<file path="src/wsfp_pkg.sv">
`timescale 1ns / 1ps
// Package with the shared types and constants of the WebSocket frame receive parser.
package wsfp_pkg;

    typedef enum logic [2:0] {
        PH_HDR0    = 3'd0,
        PH_HDR1    = 3'd1,
        PH_EXT     = 3'd2,
        PH_MASK    = 3'd3,
        PH_PAYLOAD = 3'd4,
        PH_STOP    = 3'd5
    } t_phase;

    localparam logic [1:0] KIND_BINARY = 2'd0;
    localparam logic [1:0] KIND_PING   = 2'd1;
    localparam logic [1:0] KIND_ERROR  = 2'd2;

    localparam logic [2:0] ERR_NONE       = 3'd0;
    localparam logic [2:0] ERR_CLOSE      = 3'd1;
    localparam logic [2:0] ERR_FRAGMENTED = 3'd2;
    localparam logic [2:0] ERR_OPCODE     = 3'd3;
    localparam logic [2:0] ERR_PING_SIZE  = 3'd4;

    localparam logic [3:0] OP_BINARY = 4'h2;
    localparam logic [3:0] OP_CLOSE  = 4'h8;
    localparam logic [3:0] OP_PING   = 4'h9;
    localparam logic [3:0] OP_PONG   = 4'hA;

    localparam logic [6:0] LEN_CODE_16 = 7'd126;
    localparam logic [6:0] LEN_CODE_64 = 7'd127;

    typedef struct packed {
        logic [1:0] kind;
        logic [7:0] data_byte;
        logic       data_valid;
        logic       last;
        logic [2:0] error_code;
    } t_result;

endpackage

</file>
<file path="src/wsfp_parse.sv">
`timescale 1ns / 1ps
// Frame header parser, unmasking and result generation for one received word per cycle.
module wsfp_parse (
    input  logic                i_clk,
    input  logic                i_rst_n,
    input  logic                i_fire,
    input  logic [7:0]          i_byte,
    output logic                o_res_valid,
    output wsfp_pkg::t_result   o_res
);

    wsfp_pkg::t_phase r_phase, n_phase;
    logic             r_fin, n_fin;
    logic [3:0]       r_op, n_op;
    logic             r_mask, n_mask;
    logic [63:0]      r_len, n_len;
    logic [63:0]      r_cnt, n_cnt;
    logic [31:0]      r_key, n_key;

    function automatic logic [2:0] frame_error(input logic fin, input logic [3:0] op,
                                               input logic [63:0] len);
        logic [2:0] err;
        begin
            if (!fin) begin
                err = wsfp_pkg::ERR_FRAGMENTED;
            end else if (op == wsfp_pkg::OP_BINARY || op == wsfp_pkg::OP_PONG) begin
                err = wsfp_pkg::ERR_NONE;
            end else if (op == wsfp_pkg::OP_PING) begin
                err = (|len[63:16]) ? wsfp_pkg::ERR_PING_SIZE : wsfp_pkg::ERR_NONE;
            end else if (op == wsfp_pkg::OP_CLOSE) begin
                err = wsfp_pkg::ERR_CLOSE;
            end else begin
                err = wsfp_pkg::ERR_OPCODE;
            end
            return err;
        end
    endfunction

    always_ff @(posedge i_clk) begin
        if (!i_rst_n) begin
            r_phase <= wsfp_pkg::PH_HDR0;
            r_fin   <= 1'b0;
            r_op    <= '0;
            r_mask  <= 1'b0;
            r_len   <= '0;
            r_cnt   <= '0;
            r_key   <= '0;
        end else begin
            r_phase <= n_phase;
            r_fin   <= n_fin;
            r_op    <= n_op;
            r_mask  <= n_mask;
            r_len   <= n_len;
            r_cnt   <= n_cnt;
            r_key   <= n_key;
        end
    end

    logic        len_done;
    logic        start;
    logic [63:0] len_v;
    logic [63:0] cnt_inc;
    logic        at_end;
    logic [2:0]  err;
    logic [7:0]  key_byte;

    always_comb begin
        n_phase     = r_phase;
        n_fin       = r_fin;
        n_op        = r_op;
        n_mask      = r_mask;
        n_len       = r_len;
        n_cnt       = r_cnt;
        n_key       = r_key;
        o_res_valid = 1'b0;
        o_res       = '0;
        len_done    = 1'b0;
        start       = 1'b0;
        len_v       = r_len;
        cnt_inc     = r_cnt + 64'd1;
        at_end      = (cnt_inc == r_len);
        err         = wsfp_pkg::ERR_NONE;
        key_byte    = 8'd0;

        if (i_fire) begin
            unique case (r_phase)
                wsfp_pkg::PH_HDR0: begin
                    n_fin   = i_byte[7];
                    n_op    = i_byte[3:0];
                    n_phase = wsfp_pkg::PH_HDR1;
                end
                wsfp_pkg::PH_HDR1: begin
                    n_mask = i_byte[7];
                    if (i_byte[6:0] == wsfp_pkg::LEN_CODE_16
                            || i_byte[6:0] == wsfp_pkg::LEN_CODE_64) begin
                        n_len   = '0;
                        n_cnt   = (i_byte[6:0] == wsfp_pkg::LEN_CODE_16) ? 64'd2 : 64'd8;
                        n_phase = wsfp_pkg::PH_EXT;
                    end else begin
                        len_v    = {57'd0, i_byte[6:0]};
                        n_len    = len_v;
                        len_done = 1'b1;
                    end
                end
                wsfp_pkg::PH_EXT: begin
                    len_v = {r_len[55:0], i_byte};
                    n_len = len_v;
                    n_cnt = r_cnt - 64'd1;
                    if (r_cnt[3:0] == 4'd1) begin
                        len_done = 1'b1;
                    end
                end
                wsfp_pkg::PH_MASK: begin
                    n_key = {r_key[23:0], i_byte};
                    n_cnt = r_cnt - 64'd1;
                    if (r_cnt[2:0] == 3'd1) begin
                        start = 1'b1;
                    end
                end
                wsfp_pkg::PH_PAYLOAD: begin
                    if (r_mask) begin
                        unique case (r_cnt[1:0])
                            2'd0:    key_byte = r_key[31:24];
                            2'd1:    key_byte = r_key[23:16];
                            2'd2:    key_byte = r_key[15:8];
                            default: key_byte = r_key[7:0];
                        endcase
                    end
                    n_cnt = cnt_inc;
                    err   = frame_error(r_fin, r_op, r_len);
                    if (err != wsfp_pkg::ERR_NONE) begin
                        if (at_end) begin
                            n_phase          = wsfp_pkg::PH_STOP;
                            o_res_valid      = 1'b1;
                            o_res.kind       = wsfp_pkg::KIND_ERROR;
                            o_res.last       = 1'b1;
                            o_res.error_code = err;
                        end
                    end else begin
                        if (at_end) begin
                            n_phase = wsfp_pkg::PH_HDR0;
                        end
                        if (r_op != wsfp_pkg::OP_PONG) begin
                            o_res_valid      = 1'b1;
                            o_res.kind       = (r_op == wsfp_pkg::OP_PING)
                                               ? wsfp_pkg::KIND_PING : wsfp_pkg::KIND_BINARY;
                            o_res.data_byte  = i_byte ^ key_byte;
                            o_res.data_valid = 1'b1;
                            o_res.last       = at_end;
                        end
                    end
                end
                default: begin
                end
            endcase

            if (len_done) begin
                if (n_mask) begin
                    n_cnt   = 64'd4;
                    n_phase = wsfp_pkg::PH_MASK;
                end else begin
                    start = 1'b1;
                end
            end

            if (start) begin
                n_cnt = '0;
                if (len_v != 64'd0) begin
                    n_phase = wsfp_pkg::PH_PAYLOAD;
                end else begin
                    err = frame_error(r_fin, r_op, len_v);
                    if (err != wsfp_pkg::ERR_NONE) begin
                        n_phase          = wsfp_pkg::PH_STOP;
                        o_res_valid      = 1'b1;
                        o_res.kind       = wsfp_pkg::KIND_ERROR;
                        o_res.last       = 1'b1;
                        o_res.error_code = err;
                    end else begin
                        n_phase = wsfp_pkg::PH_HDR0;
                        if (r_op != wsfp_pkg::OP_PONG) begin
                            o_res_valid = 1'b1;
                            o_res.kind  = (r_op == wsfp_pkg::OP_PING)
                                          ? wsfp_pkg::KIND_PING : wsfp_pkg::KIND_BINARY;
                            o_res.last  = 1'b1;
                        end
                    end
                end
            end
        end
    end

`ifndef SYNTHESIS
    a_stop_holds: assert property (@(posedge i_clk) disable iff (!i_rst_n)
        r_phase == wsfp_pkg::PH_STOP |=> r_phase == wsfp_pkg::PH_STOP)
        else $error("parser left the stopped phase without reset");
    a_error_stops: assert property (@(posedge i_clk) disable iff (!i_rst_n)
        o_res_valid && o_res.kind == wsfp_pkg::KIND_ERROR |=> r_phase == wsfp_pkg::PH_STOP)
        else $error("error result not followed by the stopped phase");
    a_data_in_payload: assert property (@(posedge i_clk) disable iff (!i_rst_n)
        o_res_valid && o_res.data_valid |-> r_phase == wsfp_pkg::PH_PAYLOAD)
        else $error("payload word produced outside the payload phase");
`endif

endmodule

</file>
<file path="src/websocket_frame_receive_parser.sv">
`timescale 1ns / 1ps
// Top level of the WebSocket frame receive parser with input register and output skid stage.
// Each accepted word is held in the input register, parsed, and its result registered in the output
// register, or in the skid register when the output register is full and not being taken.
// Throughput: one received word per cycle while the output side keeps taking results.
// The output register plus a one-entry skid register keep the input ready independent of
// the output ready. Synchronous active-low reset returns the parser to the first header
// byte, empties the stages, and clears the stopped state that follows an error result.
module websocket_frame_receive_parser (
    input  logic        i_clk,
    input  logic        i_rst_n,
    input  logic        i_s_axis_tvalid,
    output logic        o_s_axis_tready,
    input  logic [7:0]  i_s_axis_tdata,  // [7:0] rx_byte
    output logic        o_m_axis_tvalid,
    input  logic        i_m_axis_tready,
    output logic [15:0] o_m_axis_tdata,  // [7:0] data_byte, [10:8] error_code, rest zero
    output logic [2:0]  o_m_axis_tuser,  // [1:0] kind, [2] data_valid
    output logic        o_m_axis_tlast
);

    logic              r_in_valid;
    logic [7:0]        r_in_byte;
    logic              fire;
    logic              res_valid;
    wsfp_pkg::t_result res;
    logic              r_out_valid;
    wsfp_pkg::t_result r_out;
    logic              r_skid_valid;
    wsfp_pkg::t_result r_skid;
    logic              in_acc;
    logic              pop;

    assign fire            = r_in_valid && !r_skid_valid;
    assign o_s_axis_tready = !r_in_valid || fire;
    assign in_acc          = i_s_axis_tvalid && o_s_axis_tready;
    assign pop             = r_out_valid && i_m_axis_tready;

    always_ff @(posedge i_clk) begin
        if (!i_rst_n) begin
            r_in_valid <= 1'b0;
        end else if (in_acc) begin
            r_in_valid <= 1'b1;
        end else if (fire) begin
            r_in_valid <= 1'b0;
        end
    end

    always_ff @(posedge i_clk) begin
        if (in_acc) begin
            r_in_byte <= i_s_axis_tdata;
        end
    end

    wsfp_parse u_parse (
        .i_clk       (i_clk),
        .i_rst_n     (i_rst_n),
        .i_fire      (fire),
        .i_byte      (r_in_byte),
        .o_res_valid (res_valid),
        .o_res       (res)
    );

    always_ff @(posedge i_clk) begin
        if (!i_rst_n) begin
            r_out_valid  <= 1'b0;
            r_skid_valid <= 1'b0;
        end else if (r_skid_valid) begin
            if (pop) begin
                r_out_valid  <= 1'b1;
                r_skid_valid <= 1'b0;
            end
        end else if (fire && res_valid) begin
            if (!r_out_valid || pop) begin
                r_out_valid <= 1'b1;
            end else begin
                r_skid_valid <= 1'b1;
            end
        end else if (pop) begin
            r_out_valid <= 1'b0;
        end
    end

    always_ff @(posedge i_clk) begin
        if (r_skid_valid) begin
            if (pop) begin
                r_out <= r_skid;
            end
        end else if (fire && res_valid) begin
            if (!r_out_valid || pop) begin
                r_out <= res;
            end else begin
                r_skid <= res;
            end
        end
    end

    assign o_m_axis_tvalid = r_out_valid;
    assign o_m_axis_tdata  = {5'd0, r_out.error_code, r_out.data_byte};
    assign o_m_axis_tuser  = {r_out.data_valid, r_out.kind};
    assign o_m_axis_tlast  = r_out.last;

`ifndef SYNTHESIS
    a_skid_needs_out: assert property (@(posedge i_clk) disable iff (!i_rst_n)
        r_skid_valid |-> r_out_valid)
        else $error("skid register holds a word while the output register is empty");
    a_error_shape: assert property (@(posedge i_clk) disable iff (!i_rst_n)
        r_out_valid && r_out.kind == wsfp_pkg::KIND_ERROR |-> r_out.last && !r_out.data_valid)
        else $error("error result without last or with payload");
    a_in_held: assert property (@(posedge i_clk) disable iff (!i_rst_n)
        r_in_valid && !fire |=> r_in_valid && $stable(r_in_byte))
        else $error("stalled input word was lost or changed");
`endif

endmodule
</file>
<file path="config.mk">
export PLATFORM = sky130hd
export DESIGN_NAME = websocket_frame_receive_parser
export DESIGN_NICKNAME = d
export VERILOG_FILES = /design/src/wsfp_pkg.sv /design/src/wsfp_parse.sv /design/src/websocket_frame_receive_parser.sv
export SDC_FILE = /design/constraint.sdc
export NUM_CORES = 1
export LEC_CHECK = 0
export BUFFER_PORTS_ARGS = -buffer_cell sky130_fd_sc_hd__buf_2
export CORE_MARGIN = 8
export CORE_UTILIZATION = 60
export DETAILED_ROUTE_END_ITERATION = 16
export PLACE_DENSITY = 0.8
export SYNTH_ARGS = -nofsm -noshare
export SYNTH_HDL_FRONTEND = slang
export SYNTH_SLANG_ARGS = --single-unit
</file>
<file path="constraint.sdc">
create_clock -name i_clk -period 9.8 [get_ports i_clk]
set_input_delay 1.96 -clock i_clk [delete_from_list [all_inputs] [get_ports i_clk]]
set_output_delay 1.96 -clock i_clk [all_outputs]
set_load 0.01 [all_outputs]
</file>
---- Word level (Yosys, flattened, before mapping) ----
Index checks and enable logic that the tools add are counted.
storage, ports and cells
  register bits ........................... 210
cells by class
  eq/ne operators ......................... 18
  reduce and logical (&&, ||, !) cells .... 30
  add/subtract/negate cells ............... 2
  muxes and demuxes ....................... 93
  bitwise operators ....................... 3
operators by type and width
  cell                                                                   number
  64-bit two-way mux                                                     6
  64-bit case mux with 2 select lines                                    2
  64-bit case mux with 3 select lines                                    1
  48-bit OR reduction                                                    2
  15-bit two-way mux                                                     6
  3-bit two-way mux                                                      24
  64-bit by 1-bit adder with 64-bit output (second input constant)       1
  64-bit equality test                                                   1
  64-bit nonzero test                                                    1
  64-bit by 1-bit subtractor with 64-bit output (second input constant)  1
  1-bit two-way mux                                                      34
  8-bit two-way mux                                                      3
  8-bit case mux with 3 select lines                                     1
  4-bit two-way mux                                                      4
  7-bit equality test (second input constant)                            2
  2-bit two-way mux                                                      7
  4-bit equality test (second input constant)                            3
  12-bit two-way mux                                                     1
  2-bit nonzero test                                                     5
  9-bit two-way mux                                                      1
  3-bit case mux with 3 select lines                                     1
  3-bit AND reduction                                                    3
  8-bit bitwise XOR                                                      1
  7-bit two-way mux                                                      1
  20 further kinds                                                       34

---- Longest topological paths before layout ----
  word-level depth ........................ 21
  gate-level depth with buffers ........... 13
  gate-level depth less buffers ........... 11

---- Cells and area by module ----
A second synthesis with hierarchy kept.
second synthesis, totals
  cells, all modules ...................... 1870
  area, all modules ....................... 14089.8 µm²
modules (own cells, without submodules)
  module                          area each (µm²)  sequential area each (µm²)  instances  cells an instance
  wsfp_parse                      12485.7          3383.2                      1          1789
  websocket_frame_receive_parser  1604.0           1201.2                      1          81

---- Worst setup path after synthesis ----
Ideal clock, no wire load.
  kind .................................... register -> register
  start ................................... register u_parse.r_cnt[22]
  end ..................................... register r_out (netlist bit o_m_axis_tdata[0]) (enable)
  library setup time ...................... 392 ps
  clock period less this slack ............ 4405 ps
  data arrival time ....................... 4013 ps
  setup slack ............................. 5395 ps
  data required time ...................... 9408 ps
  cell stages (with the launch flop) ...... 12
  cell sequence ........................... dfxtp_1 -> clkbuf_1 -> nand4_1 -> clkbuf_1 -> or3_1 -> or4b_2 -> xnor2_1 -> a2111oi_0 -> nand3_1 -> nor4_1 -> a41oi_1 -> a21oi_1
on the way
  longest elaborated chain between the ends .. 13
RTL lines
  element                                     RTL line                              source
  from (decl)                                 wsfp_parse.sv:17                      logic [63:0] r_cnt, n_cnt;
  from (signal assigned)                      wsfp_parse.sv:54                      r_cnt <= n_cnt;
  64-bit by 1-bit adder with 64-bit output *  wsfp_parse.sv:80                      cnt_inc = r_cnt + 64'd1;
  64-bit equality test *                      wsfp_parse.sv:81                      at_end = (cnt_inc == r_len);
  1-bit two-way mux *                         wsfp_parse.sv:132                     if (at_end) begin
  1-bit two-way mux *                         wsfp_parse.sv:131                     if (err != wsfp_pkg::ERR_NONE) begin
  1-bit two-way mux *                         wsfp_parse.sv:86                      unique case (r_phase)
  1-bit two-way mux                           wsfp_parse.sv:180                     if (r_op != wsfp_pkg::OP_PONG) begin
  1-bit two-way mux                           wsfp_parse.sv:172                     if (err != wsfp_pkg::ERR_NONE) begin
  1-bit two-way mux                           wsfp_parse.sv:168                     if (len_v != 64'd0) begin
  1-bit two-way mux *                         wsfp_parse.sv:166                     if (start) begin
  1-bit two-way mux *                         wsfp_parse.sv:85                      if (i_fire) begin
  1-bit logical AND *                         websocket_frame_receive_parser.sv:89  end else if (fire && res_valid) begin
  2-bit nonzero test (no line) *              n/a
  3-bit AND reduction (no line) *             n/a
  to (signal assigned)                        websocket_frame_receive_parser.sv:87  r_out <= r_skid;
  to (signal assigned)                        websocket_frame_receive_parser.sv:91  r_out <= res;
  to (decl)                                   websocket_frame_receive_parser.sv:28  wsfp_pkg::t_result r_out;
Every way passes the cells marked *; elsewhere a longest branch is shown, timed or not.
A chain may end at the register's enable or synchronous reset.

---- Worst setup path in the final report ----
  start ................................... register u_parse.r_cnt[23]
  end ..................................... register r_skid[11] (netlist name) (enable)
on the way
  longest elaborated chain between the ends .. 12
RTL lines
  element                                     RTL line                              source
  64-bit by 1-bit adder with 64-bit output *  wsfp_parse.sv:80
  64-bit equality test *                      wsfp_parse.sv:81
  1-bit two-way mux *                         wsfp_parse.sv:132
  1-bit two-way mux *                         wsfp_parse.sv:131
  1-bit two-way mux *                         wsfp_parse.sv:86
  1-bit two-way mux                           wsfp_parse.sv:180
  1-bit two-way mux                           wsfp_parse.sv:172
  1-bit two-way mux                           wsfp_parse.sv:168
  1-bit two-way mux *                         wsfp_parse.sv:166
  1-bit two-way mux *                         wsfp_parse.sv:85
  1-bit logical AND *                         websocket_frame_receive_parser.sv:89
  3-bit AND reduction (no line) *             n/a
  to (signal assigned)                        websocket_frame_receive_parser.sv:93  r_skid <= res;
  to (decl)                                   websocket_frame_receive_parser.sv:30  wsfp_pkg::t_result r_skid;
Marks and branches as above.

==> out/qor_table.md <==
| Group | Quantity | Reported |
|:---|:---|:---|
| status | Outcome | finished, final reports clean |
| min path | Hold Crit Class | reg2reg |
| synthesis | Cell with the most instances after synthesis | sky130_fd_sc_hd__nor2_1 |
| placed design | Routability Congestion | 1.10 |
| grt | First-pass GRT wire length | 86500 µm |
| clocking | CTS Sinks | 210 |
| die | Core outline area | 22600 µm² |
| cells and area | Share of layout cells above drive strength 1 | 6.73% |
| run | Max cap viols | 0 |
| clocking | Clock tree from TritonCTS | yes |
| worst setup path | Arrival time reported for the critical path endpoint | 5.99 ns |
| routing | Number of vias per cell | 7.54 |
| timing | Tightest slew margin relative to the limit | 15.0% |
| power | Maximum vdd ir drop | 173 µV |
| placed design | Number of placed instances, taps included | 2014 |
| timing | RSZ-0062 raised after global routing | false |
| worst setup path | Largest fanout on the critical path | 15 |
| worst setup path | Highest-delay cell along the critical path | sky130_fd_sc_hd__nor2b_1 |
| power | Design internal power | 1500 µW |
| synthesis | Cell type with the highest aggregate area in the netlist | sky130_fd_sc_hd__dfxtp_1 |
| timing | Largest clock skew in the final design | 0.0231 ns |
| clocking | Clock transition at the register clock pins on the worst setup and hold paths after CTS | 0.07 ns |
| timing | Setup TNS | 0 ns |
| grt | GR Util All Layers | 39.2% |
| synthesis | Main synth FF type | sky130_fd_sc_hd__dfxtp_1 |
| routing | Number of vias after detailed routing | 15500 |
| synthesis | Count of unique library cells instantiated by Yosys | 76 |
| power | Pwr Total | 2030 µW |
| clocking | Level count of the clock H-tree | 1 |
| synthesis | Fraction of registers with async set/reset | 0% |
| timing | Setup-violating endpoint count in the final report | 0 |
| grt | Initial antenna violation count | 0 |
| synthesis | Leading cell types by total area after synthesis | sky130_fd_sc_hd__dfxtp_1 25%, sky130_fd_sc_hd__edfxtp_1 8.2%, sky130_fd_sc_hd__nor2_1 5.9% |
| timing | Slew @ Worst Pin | 1.27 ns |
| power | Logic pwr share | 10.5% |
| worst setup path | Number of buffers and inverters on the critical path | 0 |
| routing | Remaining design rule violation count | 0 |
| routing | Routed Antenna Nets | 0 |
| power | Power density normalized to cell area | 138 nW/µm² |
| worst setup path | Cell seen most often among critical-path stages | sky130_fd_sc_hd__a2111oi_0 |
| routing | DRC violation total after the first TritonRoute iteration | 2807 |
| synthesis | Total standard cell area after synthesis | 13900 µm² |
| clocking | Root buffer selected by CTS | sky130_fd_sc_hd__clkbuf_16 |
| power | Sequential Power Share | 44.2% |
| die | Die span in x | 168 µm |
| routing | Count of TritonRoute iterations in the first routing pass | 6 |
| synthesis | Top cells by count, synth | 218 x sky130_fd_sc_hd__nor2_1, 211 x sky130_fd_sc_hd__nand2_1, 172 x sky130_fd_sc_hd__dfxtp_1 |
| worst setup path | Worst stage delay on the critical path | 1.04 ns |
| timing | Smallest hold slack | 0.457 ns |
| worst setup path | Kind of start point of the critical path | flop |
| placed design | Quantity of I/O buffers inserted on ports | 28 |
| timing | Max-slew violation count | 0 |
| timing | Final critical delay including setup and external delays | 5.85 ns |
| clocking | Number of buffers added by the clock tree synthesis step | 22 |
| clocking | Longest Clk Path Bufs | 3 |
| power | Pleak | 0.00511 µW |
| synthesis | Synthesized flop and latch total | 210 |
| power | Switching share of total power | 26.2% |
| cells and area | Number of antenna repair diodes | 0 |
| worst setup path | Required time at the worst-slack endpoint | 9.94 ns |
| timing | Share of the clock period used by the worst path | 59.7% |
| cells and area | Area growth from synthesis to layout | 6.29% |
| cells and area | FF+latch area | 4580 µm² |
| synthesis | Post-synth EDFFs | 38 |
| power | Proportion of power drawn by the clock network | 45.3% |
| die | Total Die Area | 28200 µm² |
| placed design | Estimated wirelength of the detail-placed design | 40700 µm |
| die | Boundary Pins | 34 |
| routing | Post-Route WL | 57700 µm |
| cells and area | Fin util | 65.1% |
| synthesis | Fraction of synthesized cell area taken by the top area cell type | 24.8% |
| cells and area | Count of fill cells added during filler insertion | 1893 |
| timing | Achievable clock frequency | 0.171 GHz |
| synthesis | Gate count after technology mapping | 1839 |
| cells and area | Multi-input logic area | 8620 µm² |
| synthesis | Sequential element share of the synthesized area | 33.1% |
| cells and area | Post-Layout Cell Count | 2053 |
| die | Initial core utilization | 61.2% |
| cells and area | # nets final | 1771 |
| worst setup path | CP Capture Type | flop |
| die | Chip height | 168 µm |
| grt | Number of global-route vias before repair | 13900 |
| grt | GRT overflow | 0 |
| grt | Largest net degree at the start of global routing | 99 |
| synthesis | Mean instance size in the synthesized netlist | 7.54 µm² |
| clocking | Hold-fix buffers at CTS | 0 |
| clocking | Post-CTS setup buffers | 0 |
| worst setup path | Critical path type | reg2reg |
| die | Std cell rows | 55 |
| synthesis | Yosys warning total | 0 |
| clocking | Number of cells upsized or downsized after cts | 0 |
| worst setup path | Top Family by Delay on Critical Path | simple AND/OR/NAND/NOR gates |
| power | Switching power total | 533 µW |
| routing | Average detailed-routed wire length per instance | 28.1 µm |
| clocking | Skew-Pair Late Insertion Delay | 0.53 ns |
| worst setup path | CP cell instances | nand4_1 > or4_1 > a2111oi_0 > nor2_1 > a2111oi_0 > nand3_1 > nor4_1 > a41oi_1 > nor2b_1 |
| timing | Final Hold Vio Count | 0 |
worst paths after layout:
path,startpoint,slack [ns],endpoint,cells after the start
max,u_parse.r_cnt[23],3.95,r_skid[11],9
min,u_parse.r_key[23],0.46,u_parse.r_key[31],2
max reg2reg,u_parse.r_cnt[23],3.95,r_skid[11],9
min reg2reg,u_parse.r_key[23],0.46,u_parse.r_key[31],2
layout by cell type, fill, tap and decap left out, types with 13 or more instances in the layout:
master	instances
sky130_fd_sc_hd__inv_1	14
sky130_fd_sc_hd__nor3_1	61
sky130_fd_sc_hd__nor2_1	216
sky130_fd_sc_hd__and2_1	14
sky130_fd_sc_hd__xnor2_1	64
sky130_fd_sc_hd__and3_1	26
sky130_fd_sc_hd__a211oi_1	13
sky130_fd_sc_hd__or3_1	23
sky130_fd_sc_hd__buf_4	24
sky130_fd_sc_hd__nand3_1	49
sky130_fd_sc_hd__o211ai_1	18
sky130_fd_sc_hd__nand2_1	211
sky130_fd_sc_hd__dfxtp_1	172
sky130_fd_sc_hd__xor2_1	46
sky130_fd_sc_hd__buf_2	28
sky130_fd_sc_hd__or4_1	21
sky130_fd_sc_hd__o21ai_0	83
sky130_fd_sc_hd__nor4_1	69
sky130_fd_sc_hd__clkbuf_16	23
sky130_fd_sc_hd__a31oi_1	14
sky130_fd_sc_hd__a22oi_1	82
sky130_fd_sc_hd__and4_1	22
sky130_fd_sc_hd__a21oi_1	124
sky130_fd_sc_hd__o22ai_1	22
sky130_fd_sc_hd__nand4_1	60
sky130_fd_sc_hd__edfxtp_1	38
final cells by class:
class / count / area share [%]
clock buffer: 30 / 4.30
clock inverter: 9 / 1.03
inverter: 15 / 0.399
multi-input combinational: 1452 / 58.6
sequential: 210 / 31.1
tap: 285 / 2.42
timing repair buffer: 52 / 2.17
layer usage:
metal	up-vias	global-route usage, %	wire (µm)
li1	6695	-	-
met1	7248	51.6	22500
met2	1284	58.6	24300
met3	248	9.92	7370
met4	0	20.3	3530
met5	-	0	0
state kept, by name (all words and copies together), names as in the netlist, 3 cells and up:
register / cells
u_parse.r_key: 32
u_parse.r_phase: 3
u_parse.r_len: 64
r_in_byte: 8
o_m_axis_tuser: 3
u_parse.r_cnt: 64
o_m_axis_tdata: 11
u_parse.r_op: 4
r_skid: 15
per-stage QoR:
stage,setup WS (ns),area [µm²]
finish,3.95,14700
global route,3.64,14700
CTS,4.13,14700
detailed placement,4.16,13900
global placement,4.33,13900
floorplan,5.40,13900
tightest hold or removal path, stage by stage (launching register included):
cell and delay, ns:
sky130_fd_sc_hd__dfxtp_1 0.32, sky130_fd_sc_hd__nand2_1 0.06, sky130_fd_sc_hd__a21oi_1 0.05
power by group through the flow:
stage	clock network (µW)	registers, µW	logic, µW
after global routing	956	900	221
after detailed placement	0	918	199
after CTS	924	899	200
after floorplan	0	908	140
after global placement	0	917	196
final	922	900	213
kinds of logic after synthesis:
kind of cell | share of synthesized area, %
and+or+nand+nor | 29.9
AOI/OAI and AO/OA | 23.6
DFF | 33.1
buffers and inverters | 5.14
xor gates and xnor gates | 6.95
muxes | 0.813
adders and majority gates | 0.542
other | 0.0271
Note: power is estimated with default switching activity, not from simulation.
